===== src/rtl/core/pbrd_pkg.sv =====
// types and constants shared by the packbits run decoder modules
package pbrd_pkg;

  // configuration register indexes
  localparam int CFG_INDEX_WIDTH = 2;
  localparam logic [CFG_INDEX_WIDTH-1:0] REG_SOURCE_LENGTH = 2'd0;
  localparam logic [CFG_INDEX_WIDTH-1:0] REG_OUTPUT_LIMIT  = 2'd1;

  // fixed field widths
  localparam int CFG_DATA_WIDTH = 24;
  localparam int BYTE_WIDTH     = 8;
  localparam int BW_WIDTH       = 24;
  localparam int OUT_DATA_WIDTH = 40;

  // header codes
  localparam logic [BYTE_WIDTH-1:0] NOP_HEADER = 8'h80;

  // op queue between front and back
  localparam int QUEUE_DEPTH = 2;
  localparam int QPTR_WIDTH  = 1;

  // operation kinds passed from front to back
  typedef enum logic [1:0] {
    OP_CHECK = 2'd0,  // run header: fail if flag set or run passes output limit
    OP_NOP   = 2'd1,  // no-op header: end the job if flag set or output limit reached
    OP_DATA  = 2'd2   // literal or repeat value with its count
  } op_kind_t;

  typedef struct packed {
    op_kind_t              kind;
    logic [BYTE_WIDTH-1:0] value;
    logic [BYTE_WIDTH-1:0] count;
    logic                  flag;   // source side has ended or overrun
  } op_t;

  // job control from the configuration port
  typedef struct packed {
    logic restart;
    logic restart_done;  // new job has a zero length
  } job_ctl_t;

endpackage


===== src/rtl/core/pbrd_front.sv =====
// front end: accepts compressed bytes, tracks source position and header phase
module pbrd_front
  import pbrd_pkg::*;
#(
  parameter int COUNT_WIDTH = 24
) (
  input  logic                   clk,
  input  logic                   rst,
  input  job_ctl_t               ctl,
  input  logic [COUNT_WIDTH-1:0] source_length,
  input  logic                   in_valid,
  input  logic [BYTE_WIDTH-1:0]  code_byte,
  output logic                   in_ready,
  output logic                   push,
  output op_t                    push_op,
  input  logic                   queue_full
);

  localparam int SUM_WIDTH = COUNT_WIDTH + 1;

  typedef enum logic [3:0] {
    PH_HEADER  = 4'b0001,
    PH_LITERAL = 4'b0010,
    PH_REPEAT  = 4'b0100,
    PH_DONE    = 4'b1000
  } phase_t;

  phase_t                 phase, phase_next;
  logic [BYTE_WIDTH-1:0]  run_remaining, run_remaining_next;
  logic [COUNT_WIDTH-1:0] source_count, source_count_next;

  logic                   work;
  logic [COUNT_WIDTH-1:0] src_inc;
  logic                   src_end;
  logic [BYTE_WIDTH-1:0]  lit_cnt;
  logic [BYTE_WIDTH-1:0]  rep_cnt;
  logic [SUM_WIDTH-1:0]   lit_sum;
  logic                   lit_over;

  // done phase swallows bytes, otherwise wait for queue room
  assign in_ready = (phase == PH_DONE) || !queue_full;
  assign work     = in_valid && in_ready && (phase != PH_DONE);

  // header arithmetic
  assign src_inc  = source_count + 1'b1;
  assign src_end  = (src_inc >= source_length);
  assign lit_cnt  = {1'b0, code_byte[BYTE_WIDTH-2:0]} + 8'd1;
  assign rep_cnt  = BYTE_WIDTH'(9'd257 - {1'b0, code_byte});
  assign lit_sum  = {1'b0, src_inc} + SUM_WIDTH'(lit_cnt);
  assign lit_over = (lit_sum > {1'b0, source_length});

  // classify the byte and pick the next phase
  always_comb begin
    phase_next         = phase;
    run_remaining_next = run_remaining;
    source_count_next  = source_count;
    push               = 1'b0;
    push_op            = '{kind: OP_NOP, value: '0, count: '0, flag: 1'b0};
    if (work) begin
      source_count_next = src_inc;
      push              = 1'b1;
      unique case (phase)
        PH_HEADER: begin
          if (!code_byte[BYTE_WIDTH-1]) begin
            push_op = '{kind: OP_CHECK, value: '0, count: lit_cnt, flag: lit_over};
            if (lit_over) begin
              phase_next = PH_DONE;
            end else begin
              phase_next         = PH_LITERAL;
              run_remaining_next = lit_cnt;
            end
          end else if (code_byte == NOP_HEADER) begin
            push_op = '{kind: OP_NOP, value: '0, count: '0, flag: src_end};
            if (src_end) begin
              phase_next = PH_DONE;
            end
          end else begin
            push_op = '{kind: OP_CHECK, value: '0, count: rep_cnt, flag: src_end};
            if (src_end) begin
              phase_next = PH_DONE;
            end else begin
              phase_next         = PH_REPEAT;
              run_remaining_next = rep_cnt;
            end
          end
        end
        PH_LITERAL: begin
          push_op            = '{kind: OP_DATA, value: code_byte, count: 8'd1, flag: src_end};
          run_remaining_next = run_remaining - 1'b1;
          if (src_end) begin
            phase_next = PH_DONE;
          end else if (run_remaining == 8'd1) begin
            phase_next = PH_HEADER;
          end
        end
        PH_REPEAT: begin
          push_op            = '{kind: OP_DATA, value: code_byte, count: run_remaining,
                                 flag: src_end};
          run_remaining_next = '0;
          phase_next         = src_end ? PH_DONE : PH_HEADER;
        end
        PH_DONE: begin
          push = 1'b0;
        end
        default: begin
          phase_next = PH_DONE;
        end
      endcase
    end
  end

  // state registers
  always_ff @(posedge clk) begin
    if (rst) begin
      phase         <= PH_DONE;
      run_remaining <= '0;
      source_count  <= '0;
    end else if (ctl.restart) begin
      phase         <= ctl.restart_done ? PH_DONE : PH_HEADER;
      run_remaining <= '0;
      source_count  <= '0;
    end else begin
      phase         <= phase_next;
      run_remaining <= run_remaining_next;
      source_count  <= source_count_next;
    end
  end

endmodule


===== src/rtl/core/pbrd_queue.sv =====
// short op queue that decouples the front end from the result stage
module pbrd_queue
  import pbrd_pkg::*;
(
  input  logic clk,
  input  logic rst,
  input  logic flush,
  input  logic push,
  input  op_t  push_op,
  output logic full,
  input  logic pop,
  output op_t  head_op,
  output logic empty
);

  op_t                     entries [QUEUE_DEPTH];
  logic [QPTR_WIDTH-1:0]   wr_ptr;
  logic [QPTR_WIDTH-1:0]   rd_ptr;
  logic [QPTR_WIDTH:0]     fill;
  logic                    do_push;
  logic                    do_pop;

  assign full    = (fill == (QPTR_WIDTH+1)'(QUEUE_DEPTH));
  assign empty   = (fill == '0);
  assign do_push = push && !full;
  assign do_pop  = pop && !empty;
  assign head_op = entries[rd_ptr];

  // pointers and fill level
  always_ff @(posedge clk) begin
    if (rst || flush) begin
      wr_ptr <= '0;
      rd_ptr <= '0;
      fill   <= '0;
    end else begin
      if (do_push) begin
        wr_ptr <= wr_ptr + 1'b1;
      end
      if (do_pop) begin
        rd_ptr <= rd_ptr + 1'b1;
      end
      fill <= fill + (QPTR_WIDTH+1)'(do_push) - (QPTR_WIDTH+1)'(do_pop);
    end
  end

  // entry storage
  always_ff @(posedge clk) begin
    if (do_push) begin
      entries[wr_ptr] <= push_op;
    end
  end

endmodule


===== src/rtl/core/pbrd_back.sv =====
// back end: applies ops against the output count and holds the result word
module pbrd_back
  import pbrd_pkg::*;
#(
  parameter int COUNT_WIDTH = 24
) (
  input  logic                      clk,
  input  logic                      rst,
  input  job_ctl_t                  ctl,
  input  logic [COUNT_WIDTH-1:0]    output_limit,
  input  op_t                       head_op,
  input  logic                      queue_empty,
  output logic                      pop,
  output logic                      out_valid,
  input  logic                      out_ready,
  output logic [BYTE_WIDTH-1:0]     value,
  output logic [BYTE_WIDTH-1:0]     run_length,
  output logic                      last,
  output logic                      failed,
  output logic [BW_WIDTH-1:0]       bytes_written
);

  localparam int SUM_WIDTH = COUNT_WIDTH + 1;

  logic                   done;
  logic [COUNT_WIDTH-1:0] output_count, output_count_next;
  logic [SUM_WIDTH-1:0]   oc_sum;
  logic                   emit;
  logic                   emit_last;
  logic                   emit_failed;
  logic [BYTE_WIDTH-1:0]  emit_value;
  logic [BYTE_WIDTH-1:0]  emit_len;

  // take an op whenever the output word is free
  assign pop    = !queue_empty && (!out_valid || out_ready);
  assign oc_sum = {1'b0, output_count} + SUM_WIDTH'(head_op.count);

  // decide what the head op produces
  always_comb begin
    emit              = 1'b0;
    emit_last         = 1'b0;
    emit_failed       = 1'b0;
    emit_value        = '0;
    emit_len          = '0;
    output_count_next = output_count;
    if (!done) begin
      unique case (head_op.kind)
        OP_CHECK: begin
          if (head_op.flag || (oc_sum > {1'b0, output_limit})) begin
            emit        = 1'b1;
            emit_last   = 1'b1;
            emit_failed = 1'b1;
          end
        end
        OP_NOP: begin
          if (head_op.flag || (output_count >= output_limit)) begin
            emit      = 1'b1;
            emit_last = 1'b1;
          end
        end
        OP_DATA: begin
          emit              = 1'b1;
          emit_value        = head_op.value;
          emit_len          = head_op.count;
          emit_last         = head_op.flag || (oc_sum >= {1'b0, output_limit});
          output_count_next = oc_sum[COUNT_WIDTH-1:0];
        end
        default: begin
          emit = 1'b0;
        end
      endcase
    end
  end

  // job state
  always_ff @(posedge clk) begin
    if (rst) begin
      done         <= 1'b1;
      output_count <= '0;
    end else if (ctl.restart) begin
      done         <= ctl.restart_done;
      output_count <= '0;
    end else if (pop) begin
      output_count <= output_count_next;
      if (emit && emit_last) begin
        done <= 1'b1;
      end
    end
  end

  // output word valid
  always_ff @(posedge clk) begin
    if (rst || ctl.restart) begin
      out_valid <= 1'b0;
    end else if (pop) begin
      out_valid <= emit;
    end else if (out_ready) begin
      out_valid <= 1'b0;
    end
  end

  // output word payload
  always_ff @(posedge clk) begin
    if (pop && emit) begin
      value         <= emit_value;
      run_length    <= emit_len;
      last          <= emit_last;
      failed        <= emit_failed;
      bytes_written <= BW_WIDTH'(output_count_next);
    end
  end

endmodule


===== src/rtl/core/packbits_run_decoder.sv =====
// top level of the packbits run decoder
// Decodes a PackBits stream into (value, run length) words, one compressed byte
// per cycle in steady state: the front end classifies each byte against the
// source length, a two-word op queue sits in between, and the back end checks
// the output limit and holds the result word. While a result word waits, input
// keeps flowing until the queue is full, then stalls. A result word is registered
// in the op queue and then in the output word, and waits in the queue while an
// earlier result word is not taken. Writing either register restarts the job;
// a zero length gives no words at all.
module packbits_run_decoder
  import pbrd_pkg::*;
#(
  parameter int COUNT_WIDTH = 24
) (
  input  logic                       clk,
  input  logic                       rst,
  // configuration write channel
  input  logic                       cfg_valid,
  output logic                       cfg_ready,
  input  logic [CFG_INDEX_WIDTH-1:0] cfg_index,
  input  logic [CFG_DATA_WIDTH-1:0]  cfg_data,
  // compressed byte stream
  input  logic                       s_axis_tvalid,
  output logic                       s_axis_tready,
  input  logic [BYTE_WIDTH-1:0]      s_axis_tdata,   // [7:0] code_byte
  // decoded run stream
  output logic                       m_axis_tvalid,
  input  logic                       m_axis_tready,
  output logic [OUT_DATA_WIDTH-1:0]  m_axis_tdata,   // [7:0] value, [15:8] run_length,
                                                     // [39:16] bytes_written
  output logic                       m_axis_tlast,
  output logic                       m_axis_tuser    // [0] failed
);

  logic [COUNT_WIDTH-1:0] source_length, source_length_next;
  logic [COUNT_WIDTH-1:0] output_limit, output_limit_next;
  logic                   cfg_write;
  job_ctl_t               ctl;

  logic                   q_push;
  op_t                    q_push_op;
  logic                   q_full;
  logic                   q_pop;
  op_t                    q_head;
  logic                   q_empty;

  logic [BYTE_WIDTH-1:0]  out_value;
  logic [BYTE_WIDTH-1:0]  out_len;
  logic [BW_WIDTH-1:0]    out_bytes;

  // configuration registers
  assign cfg_ready = 1'b1;
  assign cfg_write = cfg_valid && cfg_ready &&
                     ((cfg_index == REG_SOURCE_LENGTH) || (cfg_index == REG_OUTPUT_LIMIT));

  always_comb begin
    source_length_next = source_length;
    output_limit_next  = output_limit;
    if (cfg_valid && cfg_ready) begin
      unique case (cfg_index)
        REG_SOURCE_LENGTH: source_length_next = COUNT_WIDTH'(cfg_data);
        REG_OUTPUT_LIMIT:  output_limit_next  = COUNT_WIDTH'(cfg_data);
        default: begin
          source_length_next = source_length;
        end
      endcase
    end
  end

  always_ff @(posedge clk) begin
    if (rst) begin
      source_length <= '0;
      output_limit  <= '0;
    end else begin
      source_length <= source_length_next;
      output_limit  <= output_limit_next;
    end
  end

  // restart both halves with the new lengths
  assign ctl.restart      = cfg_write;
  assign ctl.restart_done = (source_length_next == '0) || (output_limit_next == '0);

  pbrd_front #(
    .COUNT_WIDTH(COUNT_WIDTH)
  ) u_front (
    .clk          (clk),
    .rst          (rst),
    .ctl          (ctl),
    .source_length(source_length),
    .in_valid     (s_axis_tvalid),
    .code_byte    (s_axis_tdata),
    .in_ready     (s_axis_tready),
    .push         (q_push),
    .push_op      (q_push_op),
    .queue_full   (q_full)
  );

  pbrd_queue u_queue (
    .clk    (clk),
    .rst    (rst),
    .flush  (ctl.restart),
    .push   (q_push),
    .push_op(q_push_op),
    .full   (q_full),
    .pop    (q_pop),
    .head_op(q_head),
    .empty  (q_empty)
  );

  pbrd_back #(
    .COUNT_WIDTH(COUNT_WIDTH)
  ) u_back (
    .clk          (clk),
    .rst          (rst),
    .ctl          (ctl),
    .output_limit (output_limit),
    .head_op      (q_head),
    .queue_empty  (q_empty),
    .pop          (q_pop),
    .out_valid    (m_axis_tvalid),
    .out_ready    (m_axis_tready),
    .value        (out_value),
    .run_length   (out_len),
    .last         (m_axis_tlast),
    .failed       (m_axis_tuser),
    .bytes_written(out_bytes)
  );

  // pack the result word
  assign m_axis_tdata = {out_bytes, out_len, out_value};

endmodule


===== config.mk =====
export PLATFORM = sky130hd
export DESIGN_NAME = packbits_run_decoder
export DESIGN_NICKNAME = d
export VERILOG_FILES = /design/src/rtl/core/pbrd_pkg.sv /design/src/rtl/core/pbrd_front.sv /design/src/rtl/core/pbrd_queue.sv /design/src/rtl/core/pbrd_back.sv /design/src/rtl/core/packbits_run_decoder.sv
export SDC_FILE = /design/constraint.sdc
export NUM_CORES = 1
export LEC_CHECK = 0
export BUFFER_PORTS_ARGS = -buffer_cell sky130_fd_sc_hd__buf_2
export CORE_ASPECT_RATIO = 1.1
export CORE_MARGIN = 8
export CORE_UTILIZATION = 35
export DETAILED_ROUTE_END_ITERATION = 12
export GPL_TIMING_DRIVEN = 0
export PLACE_DENSITY = 0.48
export SLEW_MARGIN = 40
export SYNTH_ARGS = -nofsm -noshare
export SYNTH_HDL_FRONTEND = slang
export SYNTH_HIERARCHICAL = 1
export SYNTH_SLANG_ARGS = --single-unit

===== constraint.sdc =====
create_clock -name clk -period 8 [get_ports clk]
set_clock_uncertainty 0.1 [all_clocks]
set_input_delay 0.4 -clock clk [delete_from_list [all_inputs] [get_ports clk]]
set_output_delay 0.4 -clock clk [all_outputs]
set_load 0.02 [all_outputs]

==> metrics.log, run 1 <==
[metrics] cell area reported after detailed placement: 14000 µm²
[metrics] deepest clock path buffer count: 2
[metrics] final standard cell area without fillers: ~15000 µm²
[metrics] pre-CTS worst setup slack: between 1 and 1.5 ns
[metrics] iteration-0 DRC count of the detailed router: roughly 540
[metrics] Syn-to-layout area delta: 12.7%
[metrics] CTS tree: yes
[metrics] number of unique standard cell types used by synthesis: 103
[metrics] area of the die: between 40000 and 50000 µm²
[metrics] number of global-route vias before repair: just over 10k
[metrics] area share of the leading cell type in the synthesized netlist: roughly 19%
[metrics] H-Tree Level Count: 4
[metrics] setup tns final: 0 ns
[metrics] kind of path behind the tightest hold check: primary input to register
[metrics] total track usage: approximately 17%
[metrics] fraction of power spent switching nets: roughly 30%
[metrics] Max transition margin: approximately 50%
[metrics] combinational group share of total power: between 10 and 15%
[metrics] Post CTS Setup Buffer Count: 0
[metrics] crit end category: register
[metrics] hold bufs inserted after CTS: 0
[metrics] vias after detailed routing: approximately 10k
[metrics] Synth async-reset ratio: 0%
[metrics] die outline height: about 220 µm
[metrics] net switching power figure: roughly 0.67 mW
[metrics] register share of total power: a little under half
[metrics] run status: complete, no violations
[metrics] count of maximum capacitance violations: 0
[metrics] area leader, netlist: edfxtp_1
[metrics] TritonCTS Buffers: 17
[metrics] placeable core region: 36900 µm²
[metrics] power share of the clock group: 39.5%
[metrics] Worst-Margin Slew: 0.737 ns
[metrics] Clock Sink Count: a little under 200
[metrics] antenna violation net count after detailed routing: 0
[metrics] Final Total Pwr: ~2.2 mW
[metrics] total I/O pin count: 84
[metrics] pin count of the biggest net entering global routing: 43
[metrics] CTS-repair resized insts: 0
[metrics] via-per-instance ratio: approximately 5.1
[metrics] post-detailed-route DRC marker count: 0
[metrics] Final Routed Wirelength: ~36000 µm
[metrics] number of antenna violations at the first check in global routing: 0
[metrics] mean instance size in the synthesized netlist: 9.00 µm²
[metrics] HPWL Detailed: around 29000 µm
[metrics] Die Wd: 199 µm
[metrics] data arrival time at the worst-slack endpoint: about 6.5 ns
[metrics] cell count after synthesis: 1439
[metrics] cell area after synthesis: around 13000 µm²
[metrics] detailed-route wire length per cell: about 18 µm
[metrics] post-layout utilization of the core: 39.6%
[metrics] dominant register cell in the synthesized netlist: dfxtp_1
[metrics] Final Worst Setup Slack: around 1.5 ns
[metrics] max-slew violation count: 0
[metrics] initial core utilization: roughly a third
[metrics] number of flops mapped to enable cells by yosys: 80
[metrics] register bit total from synthesis: slightly below 200
[metrics] Finish-stage setup viols: 0
[metrics] CTS Root Buffer Type: clkbuf_16
[metrics] maximum net fanout on the critical path: between 40 and 50
[metrics] required time at the worst-slack endpoint: ~8.0 ns
[metrics] leakage power figure: 5.60 nW
[metrics] largest cells by area after synthesis: edfxtp_1, dfxtp_1, ha_1, nand2_1, xnor2_1
[metrics] layout cell share with drive strength beyond 1: approximately 15%
[metrics] number of port buffers: 81
[metrics] post-route minimum period: ~6.5 ns
[metrics] Peak supply drop: 0.000156 V
[metrics] number of warning messages in the yosys log: 6
[metrics] number of filler cells placed in the layout: about 3.8k
[metrics] register area share after synthesis: 36.3%
[metrics] unrepaired setup endpoints after global routing: no
[metrics] Antenna diodes: 0
[metrics] post-CTS clock slew at the launch and capture registers of the worst setup and hold paths: 0.08 ns
[metrics] wire length of the first global-routing pass: approximately 58000 µm
[metrics] first drt pass iteration count: 5
[metrics] Cell Int Power: ~1.6 mW
[metrics] Period Utilization, post-route: just over 80%
[metrics] classification of the worst setup path: register to register
[metrics] hold violation total from the final report: 0
[metrics] post-synthesis net count: between 1.5k and 2k
[metrics] placement row count: 74
[metrics] Critical Path Source Type: register
[metrics] highest clock frequency the design can meet: around 150 MHz
[metrics] total gr overflow: 0
[metrics] P per Cell Area: about 150 nW/µm²
[metrics] final layout net count: ~1.7k
[metrics] GPL Wtd Cong: 0.858
[metrics] clock latency of the later-clocked register in the worst-skew pair: between 0.4 and 0.5 ns
[sequential cells by signal, summed over array words and instances (netlist names), 2 cells and up, named ones only]
name	cells
u_front/phase	4
output_limit	24
u_back/run_length	8
u_front/run_remaining	8
u_front/source_count	24
u_queue/entries	38
u_queue/fill	2
u_back/value	8
source_length	24
u_back/bytes_written	24
u_back/output_count	24
[kinds of logic (layout without fill, tap and decap cells)]
kind of cell / after synthesis / count (layout) / share of synthesized area (%)
buffers and inverters: 153 / 266 / 5.43
xor gates and xnor gates: 124 / 124 / 8.55
muxes: 23 / 23 / 1.98
AOI/OAI and AO/OA: 268 / 268 / 14.1
DFF: 195 / 195 / 36.3
other: 1 / 1 / 0.0289
and+or+nand+nor: 551 / 551 / 21.5
adders and majority gates: 124 / 124 / 12.1
[cell usage in the layout, fill, tap and decap left out, types with 6 or more instances in the layout]
cell type,count
a22oi_1,10
a21oi_1,91
nor2_1,108
nor3_1,28
a21oi_2,32
buf_2,102
ha_1,121
clkbuf_1,28
a211oi_1,9
nand3b_1,8
and2_1,21
edfxtp_1,80
or3_1,12
and4_1,6
nor4_1,25
mux2_1,14
nand2_1,194
inv_1,80
o21ai_0,37
nand3_1,38
dfxtp_1,115
xnor2_1,70
mux2_2,7
o211ai_1,7
buf_4,7
nand4_1,32
xor2_1,52
and3_1,13
nor2b_1,8
clkbuf_16,17
nand2b_1,12
a21o_1,19
[critical path, cell delays in order, from the launching register on]
cell and delay [ns]:
dfxtp_1 0.31, buf_2 0.26, buf_4 0.27, mux2_1 0.41, ha_1 0.30, a21o_1 0.10
a21oi_1 0.12, o21a_1 0.20, nor3_1 0.31, a41o_1 0.21, clkbuf_1 0.33, buf_1 0.47
nand2_1 0.13, xnor2_1 0.15, ha_1 0.30, nand4_1 0.13, nor4_1 0.60, o211ai_1 0.23
a21boi_0 0.23, o21bai_1 0.10, a311o_1 0.38, inv_4 0.43
[routing by layer]
layer	vias to the layer above	global-route usage (%)	part of all wire, %
met5	-	0	0
met4	0	6.77	3.2
met3	51	2.44	3.3
met2	183	29.2	49
met1	4906	21.1	45
li1	5298	-	-
[power by group through the flow]
stage	Combinational, mW	Clock (mW)	Sequential [mW]
after floorplan	0.189	0	1.09
after global placement	0.290	0	1.09
after detailed placement	0.291	0	1.09
after CTS	0.292	0.918	1.07
after global routing	0.323	0.957	1.07
final	0.289	0.888	1.07
[layout make-up]
class                   instances  area [µm²]  area share (%)
flip-flops and latches        195        4700            32.2
inverters                      86         325            2.23
repair buffers                 81         405            2.78
clock inverters                15         179            1.23
plain buffers                  67         382            2.61
multi-input cells            1091        7560            51.8
clock buffers                  17         425            2.91
well taps                     494         618            4.23
[synth_stat cells (all sizes together), types with 29 or more instances]
| cell | number |
|---|---|
| buf | 39 |
| xor2 | 52 |
| ha | 121 |
| xnor2 | 71 |
| nand2 | 199 |
| o21ai | 41 |
| nand3 | 40 |
| edfxtp | 80 |
| a21oi | 124 |
| nand4 | 34 |
| nor3 | 29 |
| nor2 | 111 |
| dfxtp | 115 |
| inv | 83 |
[worst paths after layout]
check,end,slack [ns],cells after the start,start
hold reg to reg,source_length[21],0.38,2,source_length[21]
setup / recovery,u_back/bytes_written[20],1.51,21,register
setup reg to reg,u_back/bytes_written[20],1.51,21,register
hold / removal,output_limit[23],0.11,3,cfg_data[23]
[stage by stage]
| stage | hold slack, ns | std cells |
|---|---|---|
| 5_1_grt | 0.0895 | 2046 |
| 3_3_place_gp | 0.366 | 2014 |
| 2_1_floorplan | 0.349 | 1439 |
| 4_1_cts | 0.0768 | 2046 |
| 3_5_place_dp | 0.369 | 2014 |
| 6_report | 0.106 | 2046 |
Note: power is estimated with default switching activity, not from simulation.
==> inputs of run 2 (changes only) <==
Settings changed: PLACE_DENSITY 0.48 to 0.5.
Clock period 8 ns to 5.5 ns, I/O delays scaled along.
==> run 2 against run 1 <==
Net effect:
- die area unchanged
- non-clock buffer count rose by 39
- combinational power grew 56%
- sequential cell count did not move
- critical path type unchanged
- largest power group unchanged
==> metrics.log, run 2 (synthesis results as in run 1) <==
[metrics] run status: complete, no violations
[metrics] Max transition margin: 45.3%
[metrics] Critical Path Source Type: register
[metrics] iteration-0 DRC count of the detailed router: 608
[metrics] total track usage: approximately 17%
[metrics] HPWL Detailed: around 29000 µm
[metrics] post-layout utilization of the core: between 40% and 50%
[metrics] startpoint of the worst hold path: rst
[metrics] P per Cell Area: roughly 210 nW/µm²
[metrics] count of maximum capacitance violations: 0
[metrics] number of filler cells placed in the layout: between 3k and 4k
[metrics] post-CTS clock slew at the launch and capture registers of the worst setup and hold paths: roughly 0.080 ns
[metrics] net switching power figure: 0.919 mW
[metrics] TritonCTS Buffers: 17
[metrics] post-route minimum period: 5.26 ns
[metrics] number of cells on the worst reg-to-reg path: 20
[metrics] placement row count: 74
[metrics] cell area reported after detailed placement: ~14000 µm²
[metrics] highest-count cells in the layout ignoring fill and taps: nand2_1, ha_1, dfxtp_1
[metrics] list of cells traversed by the critical path: buf_6, buf_12, mux2_4, ha_4, a21o_1, a21oi_2, o211a_1, or4b_4, buf_6, nor2_2, xor2_1, ha_1, a21o_1, a221o_1, a211oi_4, a21boi_1, o21bai_1, a311o_2, clkinvlp_4, clkbuf_16
[metrics] area of the die: roughly 43000 µm²
[metrics] deepest clock path buffer count: 2
[metrics] required time at the worst-slack endpoint: 5.63 ns
[metrics] crit end category: register
[metrics] unrepaired setup endpoints after global routing: no
[metrics] CTS Root Buffer Type: clkbuf_16
[metrics] detailed-route wire length per cell: 17.5 µm
[metrics] final layout net count: roughly 1.7k
[metrics] register with the most flip-flops: u_queue/entries
[metrics] post-detailed-route DRC marker count: 0
[metrics] maximum net fanout on the critical path: 10
[metrics] number of global-route vias before repair: between 10k and 15k
[metrics] Worst-Margin Slew: between 0.8 and 0.9 ns
[metrics] final standard cell area without fillers: roughly 15000 µm²
[metrics] clock latency of the later-clocked register in the worst-skew pair: approximately 0.47 ns
[metrics] number of antenna violations at the first check in global routing: 0
[metrics] first drt pass iteration count: 5
[metrics] register share of total power: approximately 48%
[metrics] number of port buffers: 81
[metrics] total I/O pin count: 84
[metrics] leakage power figure: 5.84 nW
[metrics] CTS tree: yes
[metrics] Die Wd: 199 µm
[metrics] Cell Count Post-Placement: a little over 2k
[metrics] GPL Wtd Cong: 0.896
[metrics] initial core utilization: a little over a third
[metrics] data arrival time at the worst-slack endpoint: between 5 and 6 ns
[metrics] largest stage delay on the critical path: 0.57 ns
[metrics] Finish-stage setup viols: 0
[metrics] highest clock frequency the design can meet: roughly 190 MHz
[metrics] total gr overflow: 0
[metrics] Hold EP: u_front/phase[2]
[metrics] pin count of the biggest net entering global routing: 24
[metrics] antenna violation net count after detailed routing: 0
[metrics] combinational group share of total power: roughly 14%
[metrics] Antenna diodes: 0
[metrics] area of combinational cells with multiple inputs: 7740 µm²
[metrics] Final Routed Wirelength: between 30000 and 40000 µm
[metrics] Syn-to-layout area delta: 17.2%
[metrics] via-per-instance ratio: 5.08
[metrics] die outline height: between 200 and 250 µm
[metrics] classification of the worst setup path: register to register
[metrics] hold violation total from the final report: 0
[metrics] reg-to-reg slack, setup: 0.24 ns
[metrics] commonest non-fill, non-tap cell in the layout: nand2_1
[metrics] Period Utilization, post-route: 95.6%
[metrics] Cell Int Power: ~2.3 mW
[metrics] Largest register FFs: 38
[metrics] placeable core region: approximately 37000 µm²
[metrics] vias after detailed routing: about 11k
[metrics] cell depth of the worst hold path: 2
[metrics] Clock Sink Count: around 200
[metrics] power share of the clock group: a little under two fifths
[metrics] Peak supply drop: 0.000232 V
[metrics] Register Area: about 4700 µm²
[metrics] final non-filler cell total: between 2k and 2.5k
[metrics] kind of path behind the tightest hold check: primary input to register
[metrics] max-slew violation count: 0
[metrics] layout cell share with drive strength beyond 1: between 15 and 20%
[metrics] fraction of power spent switching nets: 28.5%
[metrics] wire length of the first global-routing pass: 57900 µm
[metrics] crit path max-delay cell type: or4b_4
[metrics] end of the worst register-to-register path: u_back/bytes_written[20]
[metrics] H-Tree Level Count: 4
==> run 2: changes by cell type in the layout (fill, tap and decap cells not counted), moves of 4 or more <==
cell           delta
inv_6             +4
buf_6             +5
ha_1              -4
buf_4             +9
dlygate4sd3_1    +24
a21oi_2           +5
a21oi_1           -5
==> run 2: area by class of cell <==
class	instances	area share [%]
Clock inverter	14	0.791
Timing Repair inverter	1	0.0494
Buffer	67	2.71
Clock buffer	18	2.83
Tap cell	494	4.07
Multi-Input combinational cell	1091	51.0
Inverter	86	2.15
Timing Repair Buffer	120	5.38
Sequential cell	195	31.0
==> run 2: how the worst max path moves through the flow <==
stage / start / cells after the start / end
4_1_cts: register / 24 / u_back/run_length[6]
3_5_place_dp: register / 24 / u_back/bytes_written[20]
2_1_floorplan: register / 23 / u_back/bytes_written[0]
6_report: register / 20 / u_back/bytes_written[20]
5_1_grt: register / 21 / u_back/bytes_written[20]
3_3_place_gp: register / 23 / u_back/bytes_written[20]
==> run 2: worst max-delay path: cells and delay by family, from the launching register on <==
family,cells,cell delay (ns)
DFF,1,0.33
and+or+nand+nor,2,0.69
buffers and inverters,5,0.91
xor gates and xnor gates,1,0.17
muxes,1,0.33
AOI/OAI and AO/OA,9,1.91
adders and majority gates,2,0.58
==> run 2: repair_timing <==
item	4_1_cts	5_1_grt
hold buffers	24	0
buffers inserted	1	10
endpoints found under the hold margin	44	0
resized for setup	24	33
pin swaps	2	17
endpoints found under the setup margin	58	54
cloned	1	3
==> run 2: routing by layer <==
layer  wire, µm  vias up  share of wire (%)  GRT usage (%)
met4       1050        0                2.9           7.04
met5          0        -                  0              0
met2      18400      189                 50           30.1
met3       1070       53                2.9           1.96
met1      15900     5006                 44           20.7
li1           -     5359                  -              -
==> run 2: power groups by stage <==
| stage | logic, mW | clock network [mW] | registers [mW] |
|---|---|---|---|
| 2_1_floorplan | 0.275 | 0 | 1.59 |
| 5_1_grt | 0.505 | 1.31 | 1.56 |
| 4_1_cts | 0.444 | 1.25 | 1.56 |
| 3_5_place_dp | 0.422 | 0 | 1.59 |
| 6_report | 0.452 | 1.21 | 1.56 |
| 3_3_place_gp | 0.418 | 0 | 1.59 |
==> run 2: through the flow <==
stage	TNS [ns]	power (mW)	hold WS, ns	setup slack (ns)
final	0	3.22	0.0640	0.241
after global routing	0	3.38	0.0852	0.00712
after floorplan	0	1.86	0.244	0.0677
after detailed placement	-48.33	2.01	0.367	-1.10
after global placement	-61.60	2.01	0.362	-1.32
after CTS	0	3.25	0.0465	0.00193
